--- src/rtl/rpcf_pkg.sv ---
// Shared types, constants and helper functions of the pixel color filter.
// Depends on nothing; used by the top level and by its checker.
`default_nettype none

package rpcf_pkg;

   // Channel and register widths.
   localparam int unsigned CHAN_W = 8;
   localparam int unsigned MODE_W = 4;
   localparam int unsigned SUM_W  = CHAN_W + 2;

   localparam logic [CHAN_W-1:0] CHAN_MAX = {CHAN_W{1'b1}};

   // Filter selection codes held in the mode register; other codes pass through.
   typedef enum logic [MODE_W-1:0] {
      MODE_PASS     = 4'd0,
      MODE_GRAY     = 4'd1,
      MODE_INVERT   = 4'd2,
      MODE_ROTATE   = 4'd3,
      MODE_INV_RED  = 4'd4,
      MODE_INV_GRN  = 4'd5,
      MODE_INV_BLU  = 4'd6,
      MODE_SILLY    = 4'd7,
      MODE_SEPIA    = 4'd8
   } mode_type;

   // Division of a channel sum by three: multiply by 683 and shift by 11.
   // The result is exact for every sum below 2048.
   localparam int unsigned GRAY_RECIP_W = 10;
   localparam logic [GRAY_RECIP_W-1:0] GRAY_RECIP = 10'd683;
   localparam int unsigned GRAY_SHIFT = 11;
   localparam int unsigned GRAY_PROD_W = SUM_W + GRAY_RECIP_W;

   // Sepia coefficients in Q0.10. The second and third inputs of each row are
   // both the gray level, so their coefficients are folded into one.
   localparam int unsigned COEF_W  = 10;
   localparam int unsigned Q_SHIFT = 10;
   localparam int unsigned ACC_W   = 19;

   localparam logic [COEF_W-1:0] SEPIA_RED_INV  = 10'd402;
   localparam logic [COEF_W-1:0] SEPIA_RED_GRAY = 10'd981;
   localparam logic [COEF_W-1:0] SEPIA_GRN_INV  = 10'd357;
   localparam logic [COEF_W-1:0] SEPIA_GRN_GRAY = 10'd874;
   localparam logic [COEF_W-1:0] SEPIA_BLU_INV  = 10'd279;
   localparam logic [COEF_W-1:0] SEPIA_BLU_GRAY = 10'd681;

   // Truncated average of three channels.
   function automatic logic [CHAN_W-1:0] gray_avg(
      input logic [CHAN_W-1:0] red,
      input logic [CHAN_W-1:0] green,
      input logic [CHAN_W-1:0] blue
   );
      logic [SUM_W-1:0]       sum;
      logic [GRAY_PROD_W-1:0] prod;
      sum  = SUM_W'(red) + SUM_W'(green) + SUM_W'(blue);
      prod = GRAY_PROD_W'(sum) * GRAY_PROD_W'(GRAY_RECIP);
      return prod[GRAY_SHIFT +: CHAN_W];
   endfunction

   // One row of the sepia matrix: weighted sum, truncate, saturate at full scale.
   function automatic logic [CHAN_W-1:0] sepia_row(
      input logic [COEF_W-1:0] coef_inv,
      input logic [COEF_W-1:0] coef_gray,
      input logic [CHAN_W-1:0] inv_red,
      input logic [CHAN_W-1:0] gray
   );
      logic [ACC_W-1:0] acc;
      acc = ACC_W'(coef_inv) * ACC_W'(inv_red) + ACC_W'(coef_gray) * ACC_W'(gray);
      if (acc[ACC_W-1]) begin
         return CHAN_MAX;
      end else begin
         return acc[Q_SHIFT +: CHAN_W];
      end
   endfunction

endpackage

`default_nettype wire

--- src/rtl/rgb_pixel_color_filter.sv ---
// Per-pixel RGB color filter with a mode register, three register stages deep.
// Depends on rpcf_pkg for mode codes, constants and the arithmetic helpers.
`default_nettype none

// How to use this block:
// A pixel transaction is taken at every rising clock edge where start is high
// and busy is low. Busy is high only while reset is asserted, so outside reset
// one pixel can be taken in every cycle.
// The filtered pixel is on the rsp_ ports with rsp_valid high for exactly one
// cycle, once it has passed the input register, the register after the gray
// average and the result register.
// Throughput is one pixel per clock; pixels leave in the order they arrived.
// The receiver cannot stall the output, so no back-pressure is ever applied.
// The mode register is written through csr_wr_en and csr_wr_data. Write it only
// while no pixel is in flight, since the result stage reads it directly.
// Codes beyond the sepia filter pass the pixel through unchanged.
// Synchronous reset empties the pipeline and sets the mode to pass-through.
module rgb_pixel_color_filter (
   input  wire                          clock,
   input  wire                          reset,
   input  wire                          start,
   output logic                         busy,
   input  wire  [rpcf_pkg::CHAN_W-1:0]  req_red_in,
   input  wire  [rpcf_pkg::CHAN_W-1:0]  req_green_in,
   input  wire  [rpcf_pkg::CHAN_W-1:0]  req_blue_in,
   input  wire                          csr_wr_en,
   input  wire  [rpcf_pkg::MODE_W-1:0]  csr_wr_data,
   output logic                         rsp_valid,
   output logic [rpcf_pkg::CHAN_W-1:0]  rsp_red_out,
   output logic [rpcf_pkg::CHAN_W-1:0]  rsp_green_out,
   output logic [rpcf_pkg::CHAN_W-1:0]  rsp_blue_out
);
   import rpcf_pkg::*;

   logic              accept;
   logic [MODE_W-1:0] mode_ff;

   // Input stage.
   logic              in_valid_ff;
   logic [CHAN_W-1:0] in_red_ff;
   logic [CHAN_W-1:0] in_green_ff;
   logic [CHAN_W-1:0] in_blue_ff;

   // Middle stage, with the gray level already formed.
   logic              mid_valid_ff;
   logic [CHAN_W-1:0] mid_red_ff;
   logic [CHAN_W-1:0] mid_green_ff;
   logic [CHAN_W-1:0] mid_blue_ff;
   logic [CHAN_W-1:0] mid_gray_ff;
   logic [CHAN_W-1:0] mid_gray_in;

   // Result stage.
   logic              out_valid_ff;
   logic [CHAN_W-1:0] out_red_ff;
   logic [CHAN_W-1:0] out_green_ff;
   logic [CHAN_W-1:0] out_blue_ff;
   logic [CHAN_W-1:0] out_red_in;
   logic [CHAN_W-1:0] out_green_in;
   logic [CHAN_W-1:0] out_blue_in;

   logic [CHAN_W-1:0] inv_red;
   logic [CHAN_W-1:0] inv_green;
   logic [CHAN_W-1:0] inv_blue;

   // The pipeline never stalls, so the block is only busy in reset.
   assign busy   = reset;
   assign accept = start && !busy;

   // Mode register.
   always_ff @(posedge clock) begin
      if (reset) begin
         mode_ff <= MODE_PASS;
      end else if (csr_wr_en) begin
         mode_ff <= csr_wr_data;
      end
   end

   // Valid bits of the three stages.
   always_ff @(posedge clock) begin
      if (reset) begin
         in_valid_ff  <= 1'b0;
         mid_valid_ff <= 1'b0;
         out_valid_ff <= 1'b0;
      end else begin
         in_valid_ff  <= accept;
         mid_valid_ff <= in_valid_ff;
         out_valid_ff <= mid_valid_ff;
      end
   end

   // Capture the incoming transaction.
   always_ff @(posedge clock) begin
      if (accept) begin
         in_red_ff   <= req_red_in;
         in_green_ff <= req_green_in;
         in_blue_ff  <= req_blue_in;
      end
   end

   // The gray average is a constant multiply, registered before the sepia matrix.
   assign mid_gray_in = gray_avg(in_red_ff, in_green_ff, in_blue_ff);

   always_ff @(posedge clock) begin
      mid_red_ff   <= in_red_ff;
      mid_green_ff <= in_green_ff;
      mid_blue_ff  <= in_blue_ff;
      mid_gray_ff  <= mid_gray_in;
   end

   assign inv_red   = CHAN_MAX - mid_red_ff;
   assign inv_green = CHAN_MAX - mid_green_ff;
   assign inv_blue  = CHAN_MAX - mid_blue_ff;

   // Select the filter output for the current mode.
   always_comb begin
      out_red_in   = mid_red_ff;
      out_green_in = mid_green_ff;
      out_blue_in  = mid_blue_ff;
      unique case (mode_ff)
         MODE_GRAY: begin
            out_red_in   = mid_gray_ff;
            out_green_in = mid_gray_ff;
            out_blue_in  = mid_gray_ff;
         end
         MODE_INVERT: begin
            out_red_in   = inv_red;
            out_green_in = inv_green;
            out_blue_in  = inv_blue;
         end
         MODE_ROTATE: begin
            out_red_in   = mid_green_ff;
            out_green_in = mid_blue_ff;
            out_blue_in  = mid_red_ff;
         end
         MODE_INV_RED: begin
            out_red_in = inv_red;
         end
         MODE_INV_GRN: begin
            out_green_in = inv_green;
         end
         MODE_INV_BLU: begin
            out_blue_in = inv_blue;
         end
         MODE_SILLY: begin
            out_red_in   = inv_red;
            out_green_in = mid_gray_ff;
            out_blue_in  = mid_gray_ff;
         end
         MODE_SEPIA: begin
            out_red_in   = sepia_row(SEPIA_RED_INV, SEPIA_RED_GRAY, inv_red, mid_gray_ff);
            out_green_in = sepia_row(SEPIA_GRN_INV, SEPIA_GRN_GRAY, inv_red, mid_gray_ff);
            out_blue_in  = sepia_row(SEPIA_BLU_INV, SEPIA_BLU_GRAY, inv_red, mid_gray_ff);
         end
         default: begin
            out_red_in   = mid_red_ff;
            out_green_in = mid_green_ff;
            out_blue_in  = mid_blue_ff;
         end
      endcase
   end

   // Result register.
   always_ff @(posedge clock) begin
      out_red_ff   <= out_red_in;
      out_green_ff <= out_green_in;
      out_blue_ff  <= out_blue_in;
   end

   assign rsp_valid     = out_valid_ff;
   assign rsp_red_out   = out_red_ff;
   assign rsp_green_out = out_green_ff;
   assign rsp_blue_out  = out_blue_ff;

endmodule

`default_nettype wire

--- config.mk ---
export PLATFORM = sky130hd
export DESIGN_NAME = rgb_pixel_color_filter
export DESIGN_NICKNAME = d
export VERILOG_FILES = /design/src/rtl/rpcf_pkg.sv /design/src/rtl/rgb_pixel_color_filter.sv
export SDC_FILE = /design/constraint.sdc
export NUM_CORES = 1
export LEC_CHECK = 0
export BUFFER_PORTS_ARGS = -buffer_cell sky130_fd_sc_hd__buf_2
export CAP_MARGIN = 20
export CORE_ASPECT_RATIO = 1.1
export CORE_UTILIZATION = 45
export DETAILED_ROUTE_END_ITERATION = 8
export SLEW_MARGIN = 30
export SYNTH_ARGS = -nofsm -noshare
export SYNTH_HDL_FRONTEND = slang
export SYNTH_SLANG_ARGS = --single-unit
--- constraint.sdc ---
create_clock -name clock -period 10 [get_ports clock]
set_input_delay 1.5 -clock clock [delete_from_list [all_inputs] [get_ports clock]]
set_output_delay 1.5 -clock clock [all_outputs]
set_load 0.01 [all_outputs]
# Yosys cells after proc, flatten, opt, wreduce, memory -nomap -nowiden

Cells that the tools add are included.

Add/subtract/negate cells: 8
Multipliers: 7
Equal/unequal tests: 8
Multiplexer cells: 6
Reduce and logical (&&, ||, !) cells: 6

Operators by type and width:

| cell                                                                  | count |
|---|---|
| 8-bit one-hot mux with 4 select lines                                 | 3 |
| 17-bit by 18-bit adder with 19-bit output                             | 3 |
| 9-bit by 8-bit multiplier with 17-bit output, first input constant    | 3 |
| 10-bit by 8-bit multiplier with 18-bit output, first input constant   | 2 |
| 8-bit 2-to-1 mux                                                      | 3 |
| 8-bit subtractor, first input constant                                | 3 |
| 10-bit by 10-bit multiplier with 19-bit output, second input constant | 1 |
| 4-bit by 3-bit equality test with 1-bit output, second input constant | 4 |
| 8-bit by 8-bit multiplier with 16-bit output, first input constant    | 1 |
| 9-bit by 8-bit adder with 10-bit output                               | 1 |
| 8-bit by 8-bit adder with 9-bit output                                | 1 |
| 4-bit by 2-bit equality test with 1-bit output, second input constant | 2 |
| 2-bit OR reduction                                                    | 3 |
| 4-bit by 1-bit equality test with 1-bit output, second input constant | 1 |
| 4-bit equality test, second input constant                            | 1 |
| 3-bit OR reduction                                                    | 1 |
| 1-bit logical AND                                                     | 1 |
| 1-bit logical NOT                                                     | 1 |

Register bits: 87
Output and inout port bits: 26
Word-level logic and storage cells: 49

# Logic depth before layout (Yosys ltp)

Gate-level depths: netlist of the first run.

Depth in word-level cells: 5
Mapped depth: 26
Mapped depth without buffers: 26

# Worst setup path after synthesis of the first run

OpenSTA, ideal clock, no wires.

Kind: register to register
From: reg mid_gray_ff[2]
To: reg out_green_ff[1] (netlist: rsp_green_out[1])
Setup time: 0.138 ns
Arrival: 6.593 ns
Data required time: 9.862 ns
Path slack: 3.269 ns
Cell stages (with the launch flop): 25
Buffers on the path: 0
Period minus slack after synthesis: 6.731 ns
Cells stage by stage: dfxtp_1 ha_1 inv_1 fa_1 inv_1 ha_1 ha_1 fa_1 a21o_1 a21oi_1 xnor2_1 ha_1 inv_1 fa_1 fa_1 fa_1 inv_1 ha_1 o21a_1 a21oi_1 o211ai_1 nand3_1 a41oi_1 a211oi_1 o221ai_1

Cells in the longest elaborated chain, start to end: 4

Ends and longest elaborated chain:

| element                                      | line                          | RTL |
|---|---|---|
| start: declaration                           | rgb_pixel_color_filter.sv:49  | `logic [CHAN_W-1:0] mid_gray_ff;` |
| start signal: assignment                     | rgb_pixel_color_filter.sv:107 | `mid_gray_ff <= mid_gray_in;` |
| 9-bit by 8-bit multiplier with 17-bit output | rpcf_pkg.sv:68                | `acc = ACC_W'(coef_inv) * ACC_W'(inv_red) + ACC_W'(coef_gray) * ACC_W'(gray);` |
| 17-bit by 18-bit adder with 19-bit output    | rpcf_pkg.sv:68                |  |
| 8-bit 2-to-1 mux                             | rpcf_pkg.sv:69                | `if (acc[ACC_W-1]) begin` |
| 8-bit one-hot mux with 4 select lines        | rgb_pixel_color_filter.sv:119 | `unique case (mode_ff)` |
| via out_green_in[1]                          | rgb_pixel_color_filter.sv:58  | `logic [CHAN_W-1:0] out_green_in;` |
| end signal: assignment                       | rgb_pixel_color_filter.sv:165 | `out_green_ff <= out_green_in;` |
| end: declaration                             | rgb_pixel_color_filter.sv:55  | `logic [CHAN_W-1:0] out_green_ff;` |

The timed path passes the listed nets, and every way through them passes these cells.
A chain may end at the register's enable or synchronous reset.

# Worst setup path in the final report of the first run

From: reg mid_gray_ff[5]
To: reg out_green_ff[4] (netlist: rsp_green_out[4])

Same word-level chain as after synthesis.

==> metrics.yaml, run 1 <==
timing:
  hold_violations: 0
  worst_pin_slew_ns: 1.024
  rsz0062_at_grt: "no"
  period_needed_ns: 7.806
  relSlewSlack_pct: 31.66
  setup_viol: 0
  drv_slew: 0
  finalCritPeriodShare_pct: 78.06
  skew_ns: 0.01384
  fmax_ghz: 0.1281
  fin_tns_setup_ns: 0
route:
  drc: 0
  vias: 9664
  dr.first_iter.drc_count: 620
  wl_per_cell_um: 18.67
  wl_mm: 33.05
  via_per_inst: 5.460
  dr.pass1.iters: 5
  antenna_left: 0
yosys:
  ys_seq_area_share_pct: 15.00
  synth_area_per_cell_sq_um: 9.876
  synth_top_flop_cell: "dfxtp_1"
  synth_fp_nets: 1821
  netlist.area_leader.share_pct: 27.74
  synthArstFlopShare_pct: 0
  syn_area_sq_um: 13210
  synth_cells: 1338
  synthTopCellsByArea: "ha_1, fa_1, dfxtp_1"
  synth_edf_count: 24
  ys_ff_latch: 87
  yosys.cell_types.count: 68
  yosys_warnings: 0
  synth.largest_area_cell: "ha_1"
final_layout:
  drive_above_1_share_pct: 7.423
  mostFrequentLayoutCells: "ha_1, inv_1, fa_1"
  final_nets: 1879
  areaGrowthSynthToFinish_pct: 7.991
  final_common_cell: "ha_1"
  layout.cells.non_filler: 1770
run:
  drv_cap: 0
hold_path:
  hold_path.class: "reg -> reg"
clock_tree:
  clkSinkCount: 87
  numCtsBuffers: 9
  clockBufferDepth: 2
  h-tree-depth: 3
  cts_tree: "done"
  post_cts_resize_count: 0
  post-cts-setup-buffer-count: 0
  cts_hold_buf: 0
  cts-root-buf: "clkbuf_16"
  clk_pin_slew_ns: 0.07
  clock_latency_ns: 0.35
grt:
  grt_util_all_layers_pct: 23.85
  gr-total-overflow: 0
  grt_pass1_wl_mm: 54.48
  antenna_found_initial: 0
  grt_pass1_vias: 10330
  grt_max_degree: 27
die:
  die_y_um: 181.7
  die_area_sq_um: 30050
  fp-row-count: 65
  start_util_pct: 45.90
  io_pins: 58
  core_sq_um: 28790
  die_w_um: 165.4
critical_path:
  worst_ep_arrival_time_ns: 8.00
  end_kind: "register"
  startpoint_type: "register"
  worstSetupPathType: "reg -> reg"
  r2r_setup_slack_ns: 2.19
  required_ns: 10.19
  cp_max_fo: 10
run_status:
  status: "complete, no violations"
place:
  gp_congestion: 0.8897
  dpl.cell_count: 1753
  dp_hpwl_mm: 27.87
  io_buffers: 57
==> routing by layer <==
metal	GRT usage, %	share of wire, %	vias up
met5	0	0	-
met4	8.400	3.2	0
met3	1.576	4.0	59
met2	40.80	49	240
met1	31.56	44	4720
li1	-	-	4645
==> through the flow <==
stage | cell area, sq um | setup slack, ns | util, % | hold slack [ns]
after floorplan | 13210 | 3.269 | - | 0.3681
after global placement | 13960 | 2.361 | 48.48 | 0.3771
after detailed placement | 13960 | 2.200 | 48.50 | 0.3862
after CTS | 14260 | 2.190 | 49.54 | 0.4016
after global routing | 14270 | 1.623 | 49.56 | 0.4137
final | 14270 | 2.194 | 49.57 | 0.4003
==> flip-flops by register name (all words and copies together), names as in the netlist <==
name,flops
in_green_ff,8
mid_red_ff,8
mode_ff,4
rsp_blue_out,8
rsp_red_out,8
mid_gray_ff,8
rsp_green_out,8
mid_blue_ff,8
in_blue_ff,8
mid_green_ff,8
mid_valid_ff,1
in_valid_ff,1
rsp_valid,1
in_red_ff,8
==> worst paths after layout <==
| check | startpoint | to | depth (start not counted) |
|---|---|---|---|
| setup / recovery | mid_gray_ff[5]$_DFF_P_ | rsp_green_out[4]$_DFF_P_ | 24 |
| hold / removal | in_blue_ff[1]$_DFFE_PP_ | mid_blue_ff[1]$_DFF_P_ | 0 |
| setup reg to reg | mid_gray_ff[5]$_DFF_P_ | rsp_green_out[4]$_DFF_P_ | 24 |
| hold reg to reg | in_blue_ff[1]$_DFFE_PP_ | mid_blue_ff[1]$_DFF_P_ | 0 |
==> synth_stat cells (all sizes together), types with 2 or more instances <==
cell	count
o22ai	2
nor3	19
o21bai	8
nand4	5
o311ai	2
or3	2
fa	158
nand2	34
a221oi	11
o2111ai	2
a31oi	16
a41oi	2
o211ai	4
and3	10
a21oi	49
a221o	8
nor2	50
mux2	2
nand3b	4
a21o	25
inv	272
ha	293
o21a	8
edfxtp	24
a22oi	8
a211oi	25
nand4b	3
xor2	21
nand3	17
mux2i	14
nand2b	9
and2	13
nor2b	21
buf	7
clkbuf	16
dfxtp	63
o221ai	3
o41ai	2
xnor2	36
a311oi	3
or2	5
o21ai	45
==> area by class of cell <==
cell class | count | area [sq um]
sequential | 87 | 1982
tap | 368 | 460.4
fill | 2743 | 14520
antenna | 1 | 2.502
timing repair buffer | 71 | 390.4
clock inverter | 7 | 75.07
clock buffer | 9 | 225.2
multi-input combinational | 955 | 10110
inverter | 272 | 1021
==> worst max-delay path, stage by stage (launching register included) <==
cell	delay, ns
dfxtp_1	0.78
ha_1	0.50
inv_1	0.23
fa_1	0.56
inv_1	0.06
fa_1	0.50
inv_1	0.05
fa_1	0.52
inv_1	0.05
ha_1	0.33
xnor2_1	0.16
ha_1	0.29
inv_1	0.05
fa_1	0.56
fa_1	0.45
fa_1	0.54
inv_1	0.04
ha_1	0.31
o21a_1	0.21
a21oi_1	0.17
o211ai_1	0.24
nand3_1	0.16
a41oi_1	0.30
a211oi_1	0.40
o221ai_1	0.17
==> kinds of logic after synthesis <==
group / count (synthesis) / synth area share, %
DFF: 87 / 15.00
adders and majority gates: 451 / 51.68
xor gates and xnor gates: 57 / 3.778
buffers and inverters: 296 / 8.560
AOI/OAI and AO/OA: 233 / 12.12
and+or+nand+nor: 198 / 7.632
muxes: 16 / 1.231
Power of run 1 is not shown: default switching activity piles up to over one toggle a cycle in this logic, so the estimate is an artifact.
==> run 2, diff against run 1 <==
--- a/config.mk
+++ b/config.mk
@@ -5,6 +5,7 @@
 export SDC_FILE = /design/constraint.sdc
 export NUM_CORES = 1
 export LEC_CHECK = 0
+export ABC_AREA = 1
 export BUFFER_PORTS_ARGS = -buffer_cell sky130_fd_sc_hd__buf_2
 export CAP_MARGIN = 20
 export CORE_ASPECT_RATIO = 1.1
==> constraint.sdc (replaced) <==
create_clock -name clock -period 6.7 [get_ports clock]
set_input_delay 1.005 -clock clock [delete_from_list [all_inputs] [get_ports clock]]
set_output_delay 1.005 -clock clock [all_outputs]
set_load 0.01 [all_outputs]
==> metrics.yaml, run 2 <==
die:
  fp-row-count: 66  # +1.5%
  start_util_pct: 46.03  # +0.13 points
  die_area_sq_um: 31190  # +3.8%
  core_sq_um: 29810  # +3.5%
  die_w_um: 168.5  # +1.9%
  die_y_um: 185.1  # +1.9%
  io_pins: 58  # unchanged
place:
  dp_hpwl_mm: 33.67  # +21%
  io_buffers: 57  # unchanged
  gp_congestion: 0.9495  # +6.7%
  placed_area_sq_um: 14800  # +6.0%
  place_ws_ns: 0.08532  # -2.115 ns
route:
  dr.pass1.iters: 5  # unchanged
  wl_mm: 37.98  # +15%
  vias: 10930  # +13%
  wl_per_cell_um: 17.94  # -3.9%
  drc: 0  # unchanged
  dr.first_iter.drc_count: 621  # +0.16%
  antenna_left: 0  # unchanged
  via_per_inst: 5.164  # -5.4%
yosys:
  yosys.cell_types.count: 45  # -34%
  syn_area_sq_um: 13720  # +3.8%
  netlist.area_leader.share_pct: 26.72  # -1.0 points
  synth.most_common_cell: "inv_1"
  synth_top_flop_cell: "dfxtp_1"
  ys_seq_area_share_pct: 14.44  # -0.55 points
  yosys_warnings: 0  # unchanged
  ys_ff_latch: 87  # unchanged
  synth_common_cells: "inv_1, ha_1, nand2_1"
  synth_area_per_cell_sq_um: 8.575  # -13%
  synth_edf_count: 24  # unchanged
  synthArstFlopShare_pct: 0  # unchanged
  synthTopCellsByArea: "ha_1, fa_1, inv_1"
  synth.largest_area_cell: "ha_1"
  synth_cells: 1600  # +20%
  synth_fp_nets: 2083  # +14%
critical_path:
  required_ns: 6.95  # -3.24 ns
  cp_max_fo: 5  # -5
  worstSetupPathType: "reg -> reg"
  cp_slowest_cell: "fa_1"
  end_kind: "register"
  cp_top_family: "adder cells"
  startpoint_type: "register"
  path_common_cell: "inv_1"
  worst_ep_arrival_time_ns: 6.65  # -1.35 ns
  max_stage_delay_ns: 0.55  # -0.23 ns
  critPathBufInv: 7  # +1
final_layout:
  fillers: 2896  # +5.6%
  diodes: 0  # -1
  final_area_sq_um: 15150  # +6.1%
  areaGrowthSynthToFinish_pct: 10.39
  final_common_cell: "inv_1"
  final_nets: 2187  # +16%
  mostFrequentLayoutCells: "inv_1, ha_1, nand2_1"
  drive_above_1_share_pct: 8.367  # +0.94 points
timing:
  fin_tns_setup_ns: 0  # unchanged
  drv_slew: 0  # unchanged
  fmax_ghz: 0.1561  # +22%
  worst_pin_slew_ns: 0.6264  # -0.3973 ns
  finalCritPeriodShare_pct: 95.59  # +18 points
  setup_viol: 0  # unchanged
  relSlewSlack_pct: 58.14  # +26 points
  skew_ns: 0.01515  # +0.001312 ns
  hold_violations: 0  # unchanged
  fin_ws_ns: 0.2957  # -1.898 ns
  period_needed_ns: 6.404  # -1.402 ns
  rsz0062_at_grt: "no"
hold_path:
  hold_path.class: "reg -> reg"
clock_tree:
  clk_pin_slew_ns: 0.08  # about the same
  numCtsBuffers: 9  # unchanged
  clkSinkCount: 87  # unchanged
  cts_hold_buf: 0  # unchanged
  h-tree-depth: 3  # unchanged
  cts_tree: "done"
  cts-root-buf: "clkbuf_16"
  clock_latency_ns: 0.36  # about the same
  clockBufferDepth: 2  # unchanged
grt:
  grt_util_all_layers_pct: 25.71  # +1.9 points
  gr-total-overflow: 0  # unchanged
  grt_pass1_vias: 11510  # +11%
  antenna_found_initial: 0  # unchanged
  grt_max_degree: 27  # unchanged
  grt_pass1_wl_mm: 61.32  # +13%
run_status:
  status: "complete, no violations"
run:
  drv_cap: 0  # unchanged
[run 2: through the flow]
step / util, % / cells / hold WS (ns)
6_report: 50.81 / 2117 / 0.3974
4_1_cts: 50.66 / 2116 / 0.3961
3_3_place_gp: 49.63 / 2100 / 0.3767
3_5_place_dp: 49.65 / 2100 / 0.3807
5_1_grt: 50.81 / 2117 / 0.4042
2_1_floorplan: - / 1600 / 0.3681
[run 2: worst reg2reg max path, stage by stage, from the launching register on]
cell,delay (ns)
dfxtp_1,0.32
buf_4,0.17
ha_1,0.39
inv_1,0.13
fa_1,0.55
inv_1,0.06
fa_1,0.51
inv_1,0.06
fa_1,0.54
inv_1,0.05
ha_1,0.34
a21oi_1,0.15
o21ai_0,0.16
a21oi_1,0.31
xnor2_1,0.13
fa_1,0.49
inv_1,0.06
fa_1,0.54
inv_1,0.04
ha_1,0.37
nand2_1,0.13
nor4_1,0.26
o21ai_0,0.17
nand4_1,0.11
nand3_1,0.08
nand2_1,0.07
nand4_1,0.09
[run 2: kinds of logic after synthesis]
group	count (synthesis)	share of synthesized area [%]
adder cells (fa/ha/maj)	451	49.77
AO/OA/AOI/OAI	203	8.636
XOR/XNOR	47	3.000
buffers and inverters	373	10.26
flip-flops	87	14.44
AND/OR/NAND/NOR	439	13.89
[run 2: layer usage]
| layer | vias to the layer above | global-route usage [%] | part of all wire [%] |
|---|---|---|---|
| met4 | 0 | 9.309 | 3.7 |
| met2 | 278 | 45.93 | 49 |
| li1 | 5380 | - | - |
| met3 | 78 | 2.329 | 3.5 |
| met1 | 5197 | 32.30 | 44 |
| met5 | - | 0 | 0 |
[run 2: final timing paths]
kind,endpoint,from,slack (ns),depth (start not counted)
max,rsp_green_out[5]$_DFF_P_,mid_gray_ff[5]$_DFF_P_,0.30,26
min,mid_blue_ff[7]$_DFF_P_,in_blue_ff[7]$_DFFE_PP_,0.40,0
max reg2reg,rsp_green_out[5]$_DFF_P_,mid_gray_ff[5]$_DFF_P_,0.30,26
min reg2reg,mid_blue_ff[7]$_DFF_P_,in_blue_ff[7]$_DFFE_PP_,0.40,0
[run 2: area by class of cell]
cell class	count	area (sq um)	area share, %
Clock buffer	9	225.2	1.487
Clock inverter	7	77.57	0.5122
Inverter	368	1384	9.137
Multi-Input combinational cell	1140	10370	68.48
Sequential cell	87	1983	13.09
Tap cell	408	510.5	3.371
Timing Repair Buffer	98	593.1	3.916
[run 2: what timing repair did]
action / in CTS / in global routing
setup endpoints to repair: 0 / 8
setup buffers: 0 / 1
gates resized for setup: 0 / 8
Power of run 2 is left out for the same reason.
==> run 3, diff against run 2 <==
--- a/config.mk
+++ b/config.mk
@@ -11,6 +11,7 @@
 export CORE_ASPECT_RATIO = 1.1
 export CORE_UTILIZATION = 45
 export DETAILED_ROUTE_END_ITERATION = 8
+export RECOVER_POWER = 25
 export SLEW_MARGIN = 30
 export SYNTH_ARGS = -nofsm -noshare
 export SYNTH_HDL_FRONTEND = slang
==> constraint.sdc (replaced) <==
create_clock -name clock -period 7.1 [get_ports clock]
set_input_delay 1.065 -clock clock [delete_from_list [all_inputs] [get_ports clock]]
set_output_delay 1.065 -clock clock [all_outputs]
set_load 0.01 [all_outputs]
==> metrics.yaml, run 3 (synthesis results as in run 2) <==
final_layout:
  drive_above_1_share_pct: 7.909  # -0.46 points
  final_nets: 2185  # -0.091%
  seqCellArea_sq_um: 1982  # about the same
  areaGrowthSynthToFinish_pct: 10.08
  multiInputGateArea_sq_um: 10350  # -0.22%
  diodes: 0  # unchanged
  mostFrequentLayoutCells: "inv_1, ha_1, nand2_1"
  fillers: 2917  # +0.73%
  final_common_cell: "inv_1"
die:
  die_w_um: 168.5  # unchanged
  io_pins: 58  # unchanged
  start_util_pct: 46.03  # unchanged
  fp-row-count: 66  # unchanged
  die_area_sq_um: 31190  # unchanged
  core_sq_um: 29810  # unchanged
  die_y_um: 185.1  # unchanged
route:
  vias: 10880  # -0.46%
  wl_per_cell_um: 17.91  # -0.20%
  drc: 0  # unchanged
  via_per_inst: 5.146  # -0.36%
  wl_mm: 37.87  # -0.29%
  dr.pass1.iters: 5  # unchanged
  dr.first_iter.drc_count: 670  # +7.9%
  antenna_left: 0  # unchanged
clock_tree:
  post-cts-setup-buffer-count: 0  # unchanged
  clkSinkCount: 87  # unchanged
  clockBufferDepth: 2  # unchanged
  cts_hold_buf: 0  # unchanged
  cts-root-buf: "clkbuf_16"
  h-tree-depth: 3  # unchanged
  numCtsBuffers: 9  # unchanged
  post_cts_resize_count: 0  # unchanged
  clock_latency_ns: 0.36  # about the same
  clk_pin_slew_ns: 0.08  # about the same
  cts_tree: "done"
timing:
  setup_viol: 0  # unchanged
  hold_violations: 0  # unchanged
  skew_ns: 0.02263  # +0.007473 ns
  relSlewSlack_pct: 55.90  # -2.2 points
  rsz0062_at_grt: "no"
  finalCritPeriodShare_pct: 94.31  # -1.3 points
  drv_slew: 0  # unchanged
  period_needed_ns: 6.696  # +0.2915 ns
  worst_pin_slew_ns: 0.6600  # +0.03358 ns
  fin_ws_ns: 0.4041  # +0.1085 ns
  fin_tns_setup_ns: 0  # unchanged
  fmax_ghz: 0.1493  # -4.4%
critical_path:
  startpoint_type: "register"
  worstSetupPathType: "reg -> reg"
  cp_max_fo: 8  # +3
  worst_ep_arrival_time_ns: 6.94  # +0.29 ns
  end_kind: "register"
  required_ns: 7.34  # +0.39 ns
place:
  dp_hpwl_mm: 33.61  # -0.16%
  io_buffers: 57  # unchanged
  gp_congestion: 0.9524  # +0.31%
  place_ws_ns: 0.3525  # +0.2671 ns
grt:
  grt_max_degree: 27  # unchanged
  gr-total-overflow: 0  # unchanged
  antenna_found_initial: 0  # unchanged
  grt_util_all_layers_pct: 25.87  # +0.16 points
  grt_pass1_wl_mm: 61.42  # +0.17%
  grt_pass1_vias: 11380  # -1.1%
run_status:
  status: "complete, no violations"
run:
  drv_cap: 0  # unchanged
hold_path:
  hold_path.class: "reg -> reg"
run 3: metal layers:
| layer | global-route usage, % | vias to the layer above | share of wire, % |
|---|---|---|---|
| met3 | 2.863 | 35 | 4.7 |
| met4 | 5.200 | 0 | 1.7 |
| met1 | 33.53 | 5202 | 44 |
| met5 | 0 | - | 0 |
| li1 | - | 5365 | - |
| met2 | 46.47 | 281 | 49 |
run 3: path summary, 6_finish.rpt:
kind                                         startpoint                  endpoint  slack (ns)  depth (start not counted)
worst max-delay path             mid_gray_ff[4]$_DFF_P_  rsp_green_out[0]$_DFF_P_        0.40                         27
worst min-delay path            in_blue_ff[6]$_DFFE_PP_    mid_blue_ff[6]$_DFF_P_        0.39                          0
worst max register to register   mid_gray_ff[4]$_DFF_P_  rsp_green_out[0]$_DFF_P_        0.40                         27
worst min register to register  in_blue_ff[6]$_DFFE_PP_    mid_blue_ff[6]$_DFF_P_        0.39                          0
run 3: area by class of cell:
type,instances,area share (%)
Clock buffer,12,1.632
Clock inverter,4,0.3479
Inverter,368,9.162
Multi-Input combinational cell,1140,68.53
Sequential cell,87,13.12
Tap cell,408,3.380
Timing Repair Buffer,96,3.827
run 3: metrics by stage:
stage / utilization (%) / cell area, sq um / std cells / hold slack [ns]
6_report: 50.66 / 15100 / 2115 / 0.3915
5_1_grt: 50.66 / 15100 / 2115 / 0.4121
4_1_cts: 50.63 / 15090 / 2115 / 0.3920
3_5_place_dp: 49.62 / 14790 / 2099 / 0.3791
3_3_place_gp: 49.61 / 14790 / 2099 / 0.3730
2_1_floorplan: - / 13720 / 1600 / 0.3681
run 3: worst max-delay path, stage by stage, from the launching register on:
cell and delay, ns:
dfxtp_1 0.37, ha_1 0.36, inv_1 0.09, fa_1 0.48, inv_1 0.05, fa_1 0.52, inv_1 0.06, fa_1 0.54
inv_1 0.04, ha_1 0.32, inv_1 0.14, xor2_1 0.16, inv_1 0.07, ha_1 0.27, inv_1 0.05, fa_1 0.57
fa_1 0.46, fa_1 0.56, inv_1 0.05, ha_1 0.35, nand2_1 0.09, nand2_1 0.07, a31oi_1 0.14, nand2_1 0.17
a21oi_4 0.29, nand2_1 0.10, a21oi_1 0.12, nand3_1 0.09
Power of run 3 is left out for the same reason.
